### src/occ_pkg.sv
// ----------------------------------------------------------------------------
// Occupancy counter package
// Shared types, state codes and result codes for the occupancy counter.
// ----------------------------------------------------------------------------
package occ_pkg;

   localparam logic [15:0] COUNT_MAX = 16'd255;
   localparam logic [7:0]  CAPACITY_RESET = 8'd255;

   localparam logic [3:0] SQ_IDLE      = 4'd0;
   localparam logic [3:0] SQ_IN_START  = 4'd1;
   localparam logic [3:0] SQ_IN_BOTH   = 4'd2;
   localparam logic [3:0] SQ_IN_INNER  = 4'd3;
   localparam logic [3:0] SQ_IN_DONE   = 4'd4;
   localparam logic [3:0] SQ_OUT_START = 4'd5;
   localparam logic [3:0] SQ_OUT_BOTH  = 4'd6;
   localparam logic [3:0] SQ_OUT_OUTER = 4'd7;
   localparam logic [3:0] SQ_OUT_DONE  = 4'd8;

   localparam logic [1:0] PASS_NONE  = 2'd0;
   localparam logic [1:0] PASS_ENTER = 2'd1;
   localparam logic [1:0] PASS_LEAVE = 2'd2;

   localparam logic [2:0] ERR_NONE        = 3'd0;
   localparam logic [2:0] ERR_ENTRY_ORDER = 3'd1;
   localparam logic [2:0] ERR_EXIT_ORDER  = 3'd2;
   localparam logic [2:0] ERR_FULL        = 3'd3;
   localparam logic [2:0] ERR_EMPTY       = 3'd4;

   localparam logic [1:0] LOAD_NONE     = 2'd0;
   localparam logic [1:0] LOAD_FULL     = 2'd1;
   localparam logic [1:0] LOAD_NOT_FULL = 2'd2;

   typedef struct packed {
      logic outer_detect;
      logic inner_detect;
      logic restart;
   } occ_req_type;

   typedef struct packed {
      logic [7:0] occupancy;
      logic [1:0] pass_event;
      logic [2:0] error_code;
      logic [1:0] load_event;
      logic       entry_allowed;
   } occ_rsp_type;

endpackage

### src/occ_in_stage.sv
// ----------------------------------------------------------------------------
// Occupancy counter input stage
// Registers one request transaction and holds it while the next stage waits.
// ----------------------------------------------------------------------------
module occ_in_stage
   import occ_pkg::*;
(
   input  logic        clock,
   input  logic        reset,
   input  logic        req_valid,
   output logic        req_stall,
   input  occ_req_type req_data,
   output logic        stage_valid,
   output occ_req_type stage_data,
   input  logic        down_ready
);

   logic        valid_ff;
   occ_req_type data_ff;

   assign req_stall   = valid_ff && !down_ready;
   assign stage_valid = valid_ff;
   assign stage_data  = data_ff;

   always_ff @(posedge clock) begin
      if (reset) begin
         valid_ff <= 1'b0;
      end else if (!req_stall) begin
         valid_ff <= req_valid;
      end
   end

   always_ff @(posedge clock) begin
      if (!req_stall) begin
         data_ff <= req_data;
      end
   end

endmodule

### src/occ_tracker.sv
// ----------------------------------------------------------------------------
// Occupancy counter tracker
// Pass sequence state machine, person count, capacity register and full flag.
// ----------------------------------------------------------------------------
module occ_tracker
   import occ_pkg::*;
(
   input  logic        clock,
   input  logic        reset,
   input  logic        csr_wr_en,
   input  logic [7:0]  csr_wr_data,
   input  logic        step,
   input  occ_req_type sample,
   output occ_rsp_type result
);

   logic [3:0] seq_ff;
   logic [3:0] seq_in;
   logic [7:0] count_ff;
   logic [7:0] count_in;
   logic       full_ff;
   logic       full_in;
   logic [7:0] capacity_ff;
   logic [1:0] pass_ev;
   logic [2:0] err;
   logic [1:0] load_ev;
   logic       only_o;
   logic       only_i;
   logic       both;
   logic       none;
   logic       room_left;

   assign only_o    = sample.outer_detect && !sample.inner_detect;
   assign only_i    = sample.inner_detect && !sample.outer_detect;
   assign both      = sample.outer_detect && sample.inner_detect;
   assign none      = !sample.outer_detect && !sample.inner_detect;
   assign room_left = (count_ff < capacity_ff) && ({8'd0, count_ff} < COUNT_MAX);

   always_comb begin
      seq_in   = seq_ff;
      count_in = count_ff;
      pass_ev  = PASS_NONE;
      err      = ERR_NONE;
      if (sample.restart) begin
         seq_in = SQ_IDLE;
      end else begin
         case (seq_ff)
            SQ_IN_START: begin
               if (both) seq_in = SQ_IN_BOTH;
               else if (none) seq_in = SQ_IDLE;
               else if (only_i) begin
                  err    = ERR_ENTRY_ORDER;
                  seq_in = SQ_IDLE;
               end
            end
            SQ_IN_BOTH: begin
               if (only_i) seq_in = SQ_IN_INNER;
               else if (only_o) seq_in = SQ_IN_START;
               else if (none) begin
                  err    = ERR_ENTRY_ORDER;
                  seq_in = SQ_IDLE;
               end
            end
            SQ_IN_INNER: begin
               if (none) seq_in = SQ_IN_DONE;
               else if (both) seq_in = SQ_IN_BOTH;
               else if (only_o) begin
                  err    = ERR_ENTRY_ORDER;
                  seq_in = SQ_IDLE;
               end
            end
            SQ_IN_DONE: begin
               if (room_left) begin
                  count_in = count_ff + 8'd1;
                  pass_ev  = PASS_ENTER;
               end else begin
                  err = ERR_FULL;
               end
               seq_in = SQ_IDLE;
            end
            SQ_OUT_START: begin
               if (both) seq_in = SQ_OUT_BOTH;
               else if (none) seq_in = SQ_IDLE;
               else if (only_o) begin
                  err    = ERR_EXIT_ORDER;
                  seq_in = SQ_IDLE;
               end
            end
            SQ_OUT_BOTH: begin
               if (only_o) seq_in = SQ_OUT_OUTER;
               else if (only_i) seq_in = SQ_OUT_START;
               else if (none) begin
                  err    = ERR_EXIT_ORDER;
                  seq_in = SQ_IDLE;
               end
            end
            SQ_OUT_OUTER: begin
               if (none) seq_in = SQ_OUT_DONE;
               else if (both) seq_in = SQ_OUT_BOTH;
               else if (only_i) begin
                  err    = ERR_EXIT_ORDER;
                  seq_in = SQ_IDLE;
               end
            end
            SQ_OUT_DONE: begin
               if (count_ff != 8'd0) begin
                  count_in = count_ff - 8'd1;
                  pass_ev  = PASS_LEAVE;
               end else begin
                  err = ERR_EMPTY;
               end
               seq_in = SQ_IDLE;
            end
            default: begin
               if (only_o) seq_in = SQ_IN_START;
               else if (only_i) seq_in = SQ_OUT_START;
               else seq_in = SQ_IDLE;
            end
         endcase
      end

      full_in = full_ff;
      load_ev = LOAD_NONE;
      if (!full_ff && (count_in >= capacity_ff)) begin
         full_in = 1'b1;
         load_ev = LOAD_FULL;
      end else if (full_ff && (count_in < capacity_ff)) begin
         full_in = 1'b0;
         load_ev = LOAD_NOT_FULL;
      end
   end

   assign result.occupancy     = count_in;
   assign result.pass_event    = pass_ev;
   assign result.error_code    = err;
   assign result.load_event    = load_ev;
   assign result.entry_allowed = !full_in;

   always_ff @(posedge clock) begin
      if (reset) begin
         seq_ff   <= SQ_IDLE;
         count_ff <= 8'd0;
         full_ff  <= 1'b0;
      end else if (step) begin
         seq_ff   <= seq_in;
         count_ff <= count_in;
         full_ff  <= full_in;
      end
   end

   always_ff @(posedge clock) begin
      if (reset) begin
         capacity_ff <= CAPACITY_RESET;
      end else if (csr_wr_en) begin
         capacity_ff <= csr_wr_data;
      end
   end

endmodule

### src/occ_out_stage.sv
// ----------------------------------------------------------------------------
// Occupancy counter output stage
// Result register that holds a response transaction while the receiver stalls.
// ----------------------------------------------------------------------------
module occ_out_stage
   import occ_pkg::*;
(
   input  logic        clock,
   input  logic        reset,
   input  logic        up_valid,
   input  occ_rsp_type up_data,
   output logic        up_ready,
   output logic        rsp_valid,
   input  logic        rsp_stall,
   output occ_rsp_type rsp_data
);

   logic        valid_ff;
   occ_rsp_type data_ff;

   assign up_ready  = !valid_ff || !rsp_stall;
   assign rsp_valid = valid_ff;
   assign rsp_data  = data_ff;

   always_ff @(posedge clock) begin
      if (reset) begin
         valid_ff <= 1'b0;
      end else if (up_ready) begin
         valid_ff <= up_valid;
      end
   end

   always_ff @(posedge clock) begin
      if (up_ready && up_valid) begin
         data_ff <= up_data;
      end
   end

endmodule

### src/bidirectional_occupancy_counter.sv
// ----------------------------------------------------------------------------
// Bidirectional occupancy counter
// Counts persons passing a doorway watched by an outer and an inner detector.
//
// Each request transaction carries one detector sample and a restart bit and
// produces exactly one response transaction with the occupancy, pass event,
// error code, load event and entry-allowed level. The room capacity register
// is written through csr_wr_en and csr_wr_data; the user must write it only
// while no transaction is open, and the block itself does not enforce this.
// A request is captured in an input register; the sequence tracker then
// updates its state as the response is written into the result register,
// which drives rsp_valid. One request is accepted every cycle while req_stall
// is low. When rsp_stall is high the result register holds, the input
// register keeps at most one more request, and req_stall is raised while it
// is occupied. Reset clears the valid bits of both registers, returns the
// tracker to idle with a count of zero and not full, and sets capacity to 255.
// ----------------------------------------------------------------------------
module bidirectional_occupancy_counter
   import occ_pkg::*;
(
   input  logic        clock,
   input  logic        reset,
   input  logic        req_valid,
   output logic        req_stall,
   input  occ_req_type req_data,
   output logic        rsp_valid,
   input  logic        rsp_stall,
   output occ_rsp_type rsp_data,
   input  logic        csr_wr_en,
   input  logic [7:0]  csr_wr_data
);

   logic        stage_valid;
   occ_req_type stage_data;
   logic        down_ready;
   occ_rsp_type result;

   occ_in_stage u_in_stage (
      .clock       (clock),
      .reset       (reset),
      .req_valid   (req_valid),
      .req_stall   (req_stall),
      .req_data    (req_data),
      .stage_valid (stage_valid),
      .stage_data  (stage_data),
      .down_ready  (down_ready)
   );

   occ_tracker u_tracker (
      .clock       (clock),
      .reset       (reset),
      .csr_wr_en   (csr_wr_en),
      .csr_wr_data (csr_wr_data),
      .step        (stage_valid && down_ready),
      .sample      (stage_data),
      .result      (result)
   );

   occ_out_stage u_out_stage (
      .clock     (clock),
      .reset     (reset),
      .up_valid  (stage_valid),
      .up_data   (result),
      .up_ready  (down_ready),
      .rsp_valid (rsp_valid),
      .rsp_stall (rsp_stall),
      .rsp_data  (rsp_data)
   );

endmodule

### config.mk
export PLATFORM = sky130hd
export DESIGN_NAME = bidirectional_occupancy_counter
export DESIGN_NICKNAME = d
export VERILOG_FILES = /design/src/occ_pkg.sv /design/src/occ_in_stage.sv /design/src/occ_tracker.sv /design/src/occ_out_stage.sv /design/src/bidirectional_occupancy_counter.sv
export SDC_FILE = /design/constraint.sdc
export NUM_CORES = 1
export LEC_CHECK = 0
export ABC_CLOCK_PERIOD_IN_PS = 6000
export BUFFER_PORTS_ARGS = -buffer_cell sky130_fd_sc_hd__buf_4
export CAP_MARGIN = 20
export CORE_MARGIN = 4
export CORE_UTILIZATION = 60
export DETAILED_ROUTE_END_ITERATION = 6
export MAX_ROUTING_LAYER = met4
export PLACE_DENSITY = 0.8
export SYNTH_ARGS = -nofsm -noshare
export SYNTH_HDL_FRONTEND = slang
export SYNTH_SLANG_ARGS = --single-unit
export TNS_END_PERCENT = 10
### constraint.sdc
create_clock -name clock -period 6 [get_ports clock]
set_input_delay 0.3 -clock clock [delete_from_list [all_inputs] [get_ports clock]]
set_output_delay 0.3 -clock clock [all_outputs]
set_load 0.02 [all_outputs]
==> summary.txt, run 1 <==
Overall Power - 587.2 µW
HPWL Detailed - 5237 µm
TritonCTS clock tree - built
Clock Skews - 14.26 ps
Seq cells post-synth - 42
max_slew headroom - 0.4456
# diodes - 0
max_cap viols - 0
Cell variety after synth - 59
Synthesis Warnings - 0
cell depth of the worst hold path - 1
slowest cell on the critical path - dfxtp_1
area taken by multi-input logic gates - 1612 µm²
Seq pwr share - 0.547
Worst-path clk slew - 90 ps
register area - 1031 µm²
Area growth syn-to-layout - 11.51%
Mapped Avg Cell Area - 8.631 µm²
fin crit period - 4112 ps
cell taking the most area after synthesis - edfxtp_1
Commonest cells post-synth - nand2_1 (30), ha_1 (25), nor2_1 (25), dfxtp_1 (23), inv_1 (21)
Sink Count - 42
Critical Path Stages - 13
leakage power - 1.337 nW
GPL Wtd Cong - 0.9996
PD cells - 187.7 nW/µm²
largest net degree at the start of global routing - 25
Worst Setup Path Type - flip-flop to flip-flop
CTS Buffer Depth - 2
First DRT Iteration DRCs - 281
post-CTS setup buffer count - 0
vias in the first global route - 2334
synthesized netlist net count - 366
CTS H-tree lvls - 2
via count - 2550
Worst Path Required - 6160 ps
cell internal pwr - 425.0 µW
maximum fanout along the worst path - 10
worst slew pin tran - 826.4 ps
first-pass GRT wire length - 11660 µm
fillcell total - 377
Combinational Power Share - 0.130
CTS Root Cell - clkbuf_8
Total GRT Usage - 0.2497
IO Port Bufs - 33
Nets - 387
DRT antenna net count - 0
vias per inst - 6.391
post-CTS sizing - 0
clock power share - 0.323
Sw Pwr - 162.1 µW
drt wl/cell - 17.61 µm
ys async rst share - 0
Peak VDD IR - 0.0001985 V
final slew viol count - 0
Synth Cell Area - 2805 µm²
CTS Hold Buffers Added - 0
initial core utilization - 0.6312
top post-synthesis cells by area - edfxtp_1 (20%), dfxtp_1 (16%), ha_1 (11%)
drt drc - 0
Crit path top cell by count - a21oi_1
Die X - 76.38 µm
Crit path max-delay family - compound AO/OA/AOI/OAI gates
worst skew pair latency - 300 ps
CP Cell Sequence - ha_1, a21oi_1, nand2_1, a31oi_1, nand3_1, a21oi_1, o22ai_1, ha_1, and3_1, a221o_1, a221oi_1, o21a_1, a21oi_1
total wire length - 7028 µm
switching share of power - 0.2762
Setup crit end kind - flip-flop
Die ar. - 5833 µm²
Bufs and invs on worst path - 0
most common cell in the netlist - nand2_1
# IOs - 34
number of synthesized flops with an enable pin - 19
setup_tns - 0 ps
cts bufs inserted - 5
Worst EP arrival - 4270 ps
Fin. Hold Viols - 0
Seq/Total Area, Yosys - 0.3675
Max Freq - 243.2 MHz
RSZ-0062 raised after global routing - no
Row Count - 24
Synth top area share - 0.2034
Die Y - 76.38 µm
DR pass1 iterations - 5
highest cell delay on the worst timing path - 500 ps
initial antenna violation count - 0
min-delay worst type - primary input to flip-flop
status - completed
Core Area - 4444 µm²
fin crit share - 0.6853
fraction of layout cells with a size suffix above 1 - 0.1441
Post-synth top flop - dfxtp_1
reg2reg path depth - 13
synthesized instance count - 325
CP Launch Type - flip-flop
final setup fails - 0
GR Overflow Total - 0
-- flip-flops by register name, indices dropped and copies added (netlist names) --
| name | flops |
|---|---|
| u_out_stage.rsp_data | 16 |
| u_tracker.capacity_ff | 8 |
| u_tracker.count_ff | 8 |
| u_tracker.seq_ff | 4 |
| u_in_stage.stage_data | 3 |
| u_in_stage.stage_valid | 1 |
| u_out_stage.rsp_valid | 1 |
| u_tracker.full_ff | 1 |
-- cells in the final DEF (no fill, tap or decap), types with 5 or more instances in the layout --
cell type  count
nand2b_1       6
nand2_1       30
edfxtp_1      19
a31oi_1        9
inv_1         21
buf_4         33
o21ai_0       13
nor2_1        25
ha_1          25
nand3_1       15
o21a_1         7
dfxtp_1       23
a21oi_1       20
clkbuf_8       5
xnor2_1        6
nor3_1        10
o211ai_1       9
-- layout make-up --
type                            instances  share of cell area
Clock buffer                            5             0.02200
Sequential cell                        42              0.3296
Inverter                               22             0.02640
Tap cell                               52             0.02080
Timing Repair Buffer                   33             0.07920
Multi-Input combinational cell        242              0.5152
Clock inverter                          3            0.006800
-- path summary, 6_finish.rpt --
kind,start,end,slack (ps)
max,u_tracker.count_ff[7]$_SDFFE_PP0P_,u_tracker.full_ff$_SDFFE_PP0P_,1890
min,req_data[0],u_in_stage.stage_data[0]$_DFFE_PN_,170
max reg2reg,u_tracker.count_ff[7]$_SDFFE_PP0P_,u_tracker.full_ff$_SDFFE_PP0P_,1890
min reg2reg,u_in_stage.stage_valid$_SDFFE_PP0N_,u_out_stage.rsp_valid$_SDFFE_PP0N_,510
-- layer usage --
| metal | track usage | share of wire |
|---|---|---|
| met5 | - | 0 |
| met2 | 0.3770 | 0.45 |
| met1 | 0.3509 | 0.45 |
| met3 | 0.04019 | 0.074 |
| met4 | 0.06159 | 0.020 |
-- cells by family (layout without fill, tap and decap cells) --
kind of cell | after synthesis | after routing | synth area share
xor+xnor | 7 | 7 | 0.02186
fa+ha+maj | 25 | 25 | 0.1115
buf+inv | 41 | 63 | 0.05798
simple gates | 116 | 116 | 0.2083
mux | 5 | 5 | 0.01829
flops | 42 | 42 | 0.3675
compound gates | 89 | 89 | 0.2145
-- worst reg2reg max path, delay by kind of cell, from the launching register on --
kind,cells,cell delay (ps)
AO/OA/AOI/OAI,8,2250
adder cells (fa/ha/maj),2,630
AND/OR/NAND/NOR,3,590
flip-flops,1,500
-- power groups by stage --
stage / Sequential [mW] / Clock, mW / Combinational [mW]
after floorplan: 0.328 / 0 / 0.0453
after global routing: 0.322 / 0.210 / 0.0844
after detailed placement: 0.327 / 0 / 0.0754
after global placement: 0.327 / 0 / 0.0739
final: 0.321 / 0.190 / 0.0762
after CTS: 0.321 / 0.194 / 0.0758
-- per-stage QoR --
step / util / instance area [µm²] / cells / worst slack (ps) / hold WS, ps
final: 0.7038 / 3128 / 399 / 1888 / 169.7
after floorplan: - / 2805 / 325 / 2576 / 398.9
after detailed placement: 0.6836 / 3038 / 391 / 1987 / 479.3
after global placement: 0.6836 / 3038 / 391 / 2219 / 467.9
after global routing: 0.7038 / 3128 / 399 / 1593 / 150.5
after CTS: 0.7038 / 3128 / 399 / 1959 / 161.5
No activity file was read; power rests on OpenSTA's default activity.
==> run 2: changes to the inputs <==
--- a/config.mk
+++ b/config.mk
@@ -5,14 +5,14 @@
 export SDC_FILE = /design/constraint.sdc
 export NUM_CORES = 1
 export LEC_CHECK = 0
-export ABC_CLOCK_PERIOD_IN_PS = 6000
+export ABC_CLOCK_PERIOD_IN_PS = 4100
 export BUFFER_PORTS_ARGS = -buffer_cell sky130_fd_sc_hd__buf_4
 export CAP_MARGIN = 20
 export CORE_MARGIN = 4
-export CORE_UTILIZATION = 60
+export CORE_UTILIZATION = 58
 export DETAILED_ROUTE_END_ITERATION = 6
 export MAX_ROUTING_LAYER = met4
-export PLACE_DENSITY = 0.8
+export PLACE_DENSITY = 0.78
 export SYNTH_ARGS = -nofsm -noshare
 export SYNTH_HDL_FRONTEND = slang
 export SYNTH_SLANG_ARGS = --single-unit
==> constraint.sdc (replaced) <==
create_clock -name clock -period 4.1 [get_ports clock]
set_input_delay 0.205 -clock clock [delete_from_list [all_inputs] [get_ports clock]]
set_output_delay 0.205 -clock clock [all_outputs]
set_load 0.02 [all_outputs]
==> run 2 against run 1 <==
  * Non-clock buffer count increased by 11
  * Sequential share of layout area decreased by 1.2 points
  * Total power up 52%
  * Final cell count grew 3.3%
  * Cell area increased by 3.6%
  * Worst setup slack got worse by 1600 ps
  * Largest cell class unchanged
  * Largest power group unchanged
==> summary.txt, run 2 (same netlist as run 1, synthesis figures left out) <==
most frequent cells in the layout - buf_4 (44), nand2_1 (30), nor2_1 (25), ha_1 (25), dfxtp_1 (23) (was buf_4 (33), nand2_1 (30), nor2_1 (25), ha_1 (25), dfxtp_1 (23))
fin crit share - 0.9203 (was 0.6853)
Die Y - 77.55 µm (was 76.38 µm)
Nets - 398 (was 387)
Worst Setup Path Type - flip-flop to flip-flop (unchanged)
Die ar. - 6013 µm² (was 5833 µm²)
post-CTS setup buffer count - 0 (unchanged)
final setup fails - 0 (unchanged)
largest net degree at the start of global routing - 19 (was 25)
DRT antenna net count - 0 (unchanged)
Post-DP Area - 3123 µm² (was 3038 µm²)
initial antenna violation count - 0 (unchanged)
initial core utilization - 0.5979 (was 0.6312)
Final Non-Filler Cells - 412 (was 399)
max_cap viols - 0 (unchanged)
PD cells - 275.3 nW/µm² (was 187.7 nW/µm²)
max reg flops - 16 (unchanged)
fraction of layout cells with a size suffix above 1 - 0.1760 (was 0.1441)
GPL Wtd Cong - 1.027 (was 0.9996)
maximum fanout along the worst path - 10 (unchanged)
start of the worst register-to-register path - u_tracker.count_ff[7]$_SDFFE_PP0P_ (unchanged)
post-route setup slack - 326.8 ps (was 1888 ps)
Worst-path clk slew - 90 ps (about the same)
vias in the first global route - 2601 (was 2334)
slowest cell on the critical path - dfxtp_1 (unchanged)
R2R setup slack - 330 ps (was 1890 ps)
final slew viol count - 0 (unchanged)
dpl cells - 404 (was 391)
CTS Root Cell - clkbuf_8 (unchanged)
Setup crit end kind - flip-flop (unchanged)
Max Freq - 265.0 MHz (was 243.2 MHz)
CP Cell Sequence - ha_1, a21oi_1, nand2_1, a31oi_1, buf_4, a31oi_1, o21ai_0, o21ai_0, ha_1, a21o_1, a221o_1, a221oi_2, o21a_1, a21oi_1 (was ha_1, a21oi_1, nand2_1, a31oi_1, nand3_1, a21oi_1, o22ai_1, ha_1, and3_1, a221o_1, a221oi_1, o21a_1, a21oi_1)
RSZ-0062 raised after global routing - no (unchanged)
Worst Setup EP - u_tracker.full_ff$_SDFFE_PP0P_ (unchanged)
Sink Count - 42 (unchanged)
Row Count - 25 (was 24)
status - completed (unchanged)
worst skew pair latency - 300 ps (about the same)
first-pass GRT wire length - 12300 µm (was 11660 µm)
Worst Path Required - 4280 ps (was 6160 ps)
R2R Path End - u_tracker.full_ff$_SDFFE_PP0P_ (unchanged)
setup_tns - 0 ps (unchanged)
# diodes - 0 (unchanged)
total wire length - 7360 µm (was 7028 µm)
Die X - 77.55 µm (was 76.38 µm)
IO Port Bufs - 33 (unchanged)
via count - 2650 (was 2550)
GR Overflow Total - 0 (unchanged)
Fin. Hold Viols - 0 (unchanged)
Total GRT Usage - 0.2603 (was 0.2497)
CTS Buffer Depth - 2 (unchanged)
vias per inst - 6.432 (was 6.391)
First DRT Iteration DRCs - 284 (was 281)
CP Launch Type - flip-flop (unchanged)
critical path launch point - u_tracker.count_ff[7]$_SDFFE_PP0P_ (unchanged)
Worst EP arrival - 3950 ps (was 4270 ps)
commonest non-fill, non-tap cell in the layout - buf_4 (unchanged)
DR pass1 iterations - 7 (was 5)
Core Area - 4692 µm² (was 4444 µm²)
reg2reg path depth - 14 (was 13)
Area growth syn-to-layout - 15.57% (was 11.51%)
Clock Skews - 7.307 ps (was 14.26 ps)
fin crit period - 3773 ps (was 4112 ps)
cts bufs inserted - 5 (unchanged)
highest cell delay on the worst timing path - 520 ps (was 500 ps)
min-delay worst type - primary input to flip-flop (unchanged)
leakage power - 1.409 nW (was 1.337 nW)
HPWL Detailed - 5617 µm (was 5237 µm)
Peak VDD IR - 0.0001738 V (was 0.0001985 V)
Final Instance Area - 3242 µm² (was 3128 µm²)
drt wl/cell - 17.86 µm (was 17.61 µm)
max_slew headroom - 0.5908 (was 0.4456)
Hold WS - 77.26 ps (was 169.7 ps)
CTS H-tree lvls - 2 (unchanged)
worst slew pin tran - 605.2 ps (was 826.4 ps)
# IOs - 34 (unchanged)
drt drc - 0 (unchanged)
Placement Setup Slack - 235.8 ps (was 1987 ps)
TritonCTS clock tree - built (unchanged)
[run 2: changes by cell type in the layout (fill, tap and decap cells not counted), sizes merged]
cell and change:
clkinv +1, clkbuf +1, buf +11, inv -2
[run 2: layout make-up]
cell class              instances  area, µm²
well taps                      54      67.56
flip-flops and latches         42       1031
repair buffers                 44      330.3
clock inverters                 2      13.76
multi-input cells             242       1623
fillers                       395       1450
inverters                      22      82.58
clock buffers                   6      93.84
[run 2: timing repair]
action / 4_1_cts / 5_1_grt
endpoints found under the hold margin: 0 / 0
endpoints found under the setup margin: 0 / 4
hold buffers: 0 / 0
resized for setup: 0 / 2
[run 2: how the worst min path moves through the flow]
stage,start,to,slack (ps),cells after the start
3_3_place_gp,req_data[0],u_in_stage.stage_data[0]$_DFFE_PN_,380,1
2_1_floorplan,req_data[0],u_in_stage.stage_data[0]$_DFFE_PN_,300,0
3_5_place_dp,req_data[2],u_in_stage.stage_data[2]$_DFFE_PN_,390,1
4_1_cts,req_data[2],u_in_stage.stage_data[2]$_DFFE_PN_,70,1
6_report,req_data[2],u_in_stage.stage_data[2]$_DFFE_PN_,80,1
5_1_grt,req_data[2],u_in_stage.stage_data[2]$_DFFE_PN_,60,1
[run 2: per-layer routing]
layer,global-route usage,share of wire
met1,0.3020,0.40
met2,0.4292,0.49
met3,0.05220,0.073
met4,0.1299,0.038
met5,-,0
[run 2: report_power, final]
group / internal (mW) / total [mW] / switching, mW
combinational: 0.0486 / 0.119 / 0.0708
clock: 0.158 / 0.308 / 0.150
sequential: 0.454 / 0.465 / 0.0115
total: 0.660 / 0.892 / 0.232
[run 2: per-stage QoR]
stage,util,total power [mW]
after detailed placement,0.6656,0.5923
after floorplan,-,0.5459
after CTS,0.6885,0.8962
final,0.6909,0.8925
after global routing,0.6909,0.9345
after global placement,0.6656,0.5914
[run 2: critical path: cells and delay by family, from the launching register on]
family	cells	cell delay [ps]
AOI/OAI and AO/OA	10	2110
DFF	1	520
adders and majority gates	2	660
buffers and inverters	1	200
and+or+nand+nor	1	140
==> run 3: changes to the inputs <==
--- a/config.mk
+++ b/config.mk
@@ -13,6 +13,7 @@
 export DETAILED_ROUTE_END_ITERATION = 6
 export MAX_ROUTING_LAYER = met4
 export PLACE_DENSITY = 0.78
+export SETUP_SLACK_MARGIN = 0.5
 export SYNTH_ARGS = -nofsm -noshare
 export SYNTH_HDL_FRONTEND = slang
 export SYNTH_SLANG_ARGS = --single-unit
==> run 3 against run 2 <==
  * The flow now finishes with violations (design-rule violations)
  * First-iteration DRC count is 40% higher
  * Cell area is 7.0% higher
  * Register-to-register slack better by 220 ps
  * Worst setup slack better by 220 ps
  * Flip-flop and latch count stayed put
  * Clock skew is 1.3 ps higher
  * Count of clock-buffer cells in the layout stayed put
  * Routed wire length is 8.2% higher
  * Combinational power is 11% higher
  * Critical path depth is 2 lower
==> summary.txt, run 3 (same netlist as run 1, synthesis figures left out) <==
worst slew pin tran - 724.9 ps (was 605.2 ps)
worst skew pair latency - 300 ps (about the same)
total wire length - 7965 µm (was 7360 µm)
Fin. Hold Viols - 0 (unchanged)
CTS Buffer Depth - 2 (unchanged)
switching share of power - 0.2681 (was 0.2601)
DRT antenna net count - 0 (unchanged)
Total GRT Usage - 0.2651 (was 0.2603)
DR pass1 iterations - 7 (unchanged)
Core Area - 4692 µm² (unchanged)
Combinational Power Share - 0.145 (was 0.134)
cts bufs inserted - 5 (unchanged)
final setup fails - 0 (unchanged)
IO Port Bufs - 33 (unchanged)
Peak VDD IR - 0.0001763 V (was 0.0001738 V)
CTS H-tree lvls - 2 (unchanged)
initial core utilization - 0.5979 (unchanged)
post-route setup slack - 545.8 ps (was 326.8 ps)
CTS Hold Buffers Added - 0 (unchanged)
max reg flops - 16 (unchanged)
max_slew headroom - 0.5141 (was 0.5908)
min-delay worst type - primary input to flip-flop (unchanged)
cell internal pwr - 665.6 µW (was 660.4 µW)
Seq pwr share - 0.511 (was 0.521)
max_cap viols - 0 (unchanged)
Die ar. - 6013 µm² (unchanged)
drt wl/cell - 19.10 µm (was 17.86 µm)
Sw Pwr - 243.8 µW (was 232.1 µW)
PD cells - 262.2 nW/µm² (was 275.3 nW/µm²)
Area growth syn-to-layout - 23.64% (was 15.57%)
maximum fanout along the worst path - 10 (unchanged)
Nets - 403 (was 398)
vias in the first global route - 2630 (was 2601)
via count - 2735 (was 2650)
final slew viol count - 0 (unchanged)
failing checks - design-rule violations
Max Freq - 281.4 MHz (was 265.0 MHz)
first-pass GRT wire length - 12510 µm (was 12300 µm)
Die Y - 77.55 µm (unchanged)
drt drc - 10 (was 0)
Die X - 77.55 µm (unchanged)
Row Count - 25 (unchanged)
Sink Count - 42 (unchanged)
Placement Setup Slack - 235.8 ps (unchanged)
# IOs - 34 (unchanged)
HPWL Detailed - 5617 µm (unchanged)
status - finished with violations (was completed)
fraction of layout cells with a size suffix above 1 - 0.2562 (was 0.1760)
CTS Root Cell - clkbuf_8 (unchanged)
most frequent cells in the layout - buf_4 (49), nand2_1 (29), nor2_1 (25), ha_1 (22) (was buf_4 (44), nand2_1 (30), nor2_1 (25), ha_1 (25), dfxtp_1 (23))
Setup crit end kind - flip-flop (unchanged)
fin crit period - 3554 ps (was 3773 ps)
GPL Wtd Cong - 1.027 (unchanged)
CP Launch Type - flip-flop (unchanged)
initial antenna violation count - 0 (unchanged)
Clock Skews - 8.580 ps (was 7.307 ps)
fin crit share - 0.8669 (was 0.9203)
clock power share - 0.344 (was 0.345)
# diodes - 0 (unchanged)
leakage power - 1.461 nW (was 1.409 nW)
largest net degree at the start of global routing - 19 (unchanged)
TritonCTS clock tree - built (unchanged)
vias per inst - 6.559 (was 6.432)
RSZ-0062 raised after global routing - no (unchanged)
Worst EP arrival - 3740 ps (was 3950 ps)
Worst Setup Path Type - flip-flop to flip-flop (unchanged)
Worst Path Required - 4290 ps (was 4280 ps)
Worst-path clk slew - 90 ps (about the same)
setup_tns - 0 ps (unchanged)
commonest non-fill, non-tap cell in the layout - buf_4 (unchanged)
First DRT Iteration DRCs - 399 (was 284)
GR Overflow Total - 0 (unchanged)
[run 3: cell count changes in the layout (fill, tap and decap cells not counted), moves of 3 or more]
cell	before	now
a21oi_1	20	16
a31oi_1	9	6
buf_4	44	49
dfxtp_1	23	20
ha_1	25	22
nor3_4	0	3
[run 3: timing repair]
item / CTS / global route
setup buffers: 0 / 5
pin swaps: 0 / 11
setup endpoints to repair: 4 / 4
gates resized for setup: 8 / 34
[run 3: area by class of cell]
type / count / area, µm²
multi-input combinational: 242 / 1805
fill: 346 / 1224
sequential: 42 / 1037
timing repair buffer: 49 / 367.9
clock buffer: 6 / 93.84
inverter: 22 / 82.58
tap: 54 / 67.56
clock inverter: 2 / 13.76
[run 3: worst paths after layout]
kind              cells past startpoint  slack [ps]                                     to                                  start
setup / recovery                     12         550         u_tracker.full_ff$_SDFFE_PP0P_     u_tracker.count_ff[2]$_SDFFE_PP0P_
hold / removal                        1          70     u_in_stage.stage_data[2]$_DFFE_PN_                            req_data[2]
setup reg to reg                     12         550         u_tracker.full_ff$_SDFFE_PP0P_     u_tracker.count_ff[2]$_SDFFE_PP0P_
hold reg to reg                       2         510  u_tracker.capacity_ff[3]$_SDFFE_PP1P_  u_tracker.capacity_ff[3]$_SDFFE_PP1P_
[run 3: per-layer routing]
| metal | vias to the layer above | global-route usage | routed length (µm) |
|---|---|---|---|
| met4 | 0 | 0.1174 | 352 |
| met5 | - | - | 0 |
| li1 | 1280 | - | - |
| met3 | 42 | 0.04408 | 514 |
| met1 | 1274 | 0.3115 | 3173 |
| met2 | 139 | 0.4465 | 3925 |
[run 3: stage by stage]
stage | utilization | hold slack, ps | total power, mW | instance area, µm² | std cells
2_1_floorplan | - | 303.9 | 0.5459 | 2805 | 325
3_3_place_gp | 0.6656 | 383.8 | 0.5914 | 3123 | 404
3_5_place_dp | 0.6656 | 385.4 | 0.5923 | 3123 | 404
4_1_cts | 0.6965 | 74.08 | 0.8982 | 3268 | 412
5_1_grt | 0.7392 | 62.49 | 0.9476 | 3468 | 417
6_report | 0.7392 | 70.00 | 0.9094 | 3468 | 417
[run 3: power by group through the flow]
| stage | logic (mW) | clock network, mW | registers, mW |
|---|---|---|---|
| 2_1_floorplan | 0.0663 | 0 | 0.480 |
| 3_3_place_gp | 0.117 | 0 | 0.474 |
| 3_5_place_dp | 0.117 | 0 | 0.475 |
| 4_1_cts | 0.120 | 0.313 | 0.465 |
| 5_1_grt | 0.145 | 0.336 | 0.467 |
| 6_report | 0.132 | 0.313 | 0.465 |
[run 3: worst max-delay path, cell delays in order, from the launching register on]
cell,delay [ps]
dfxtp_1,340
buf_4,180
or4_4,580
nor4_4,210
mux2i_1,270
nor2_1,90
or4_4,530
o21a_1,160
ha_4,250
and4_2,250
a221oi_4,320
o21a_1,190
a21oi_1,70
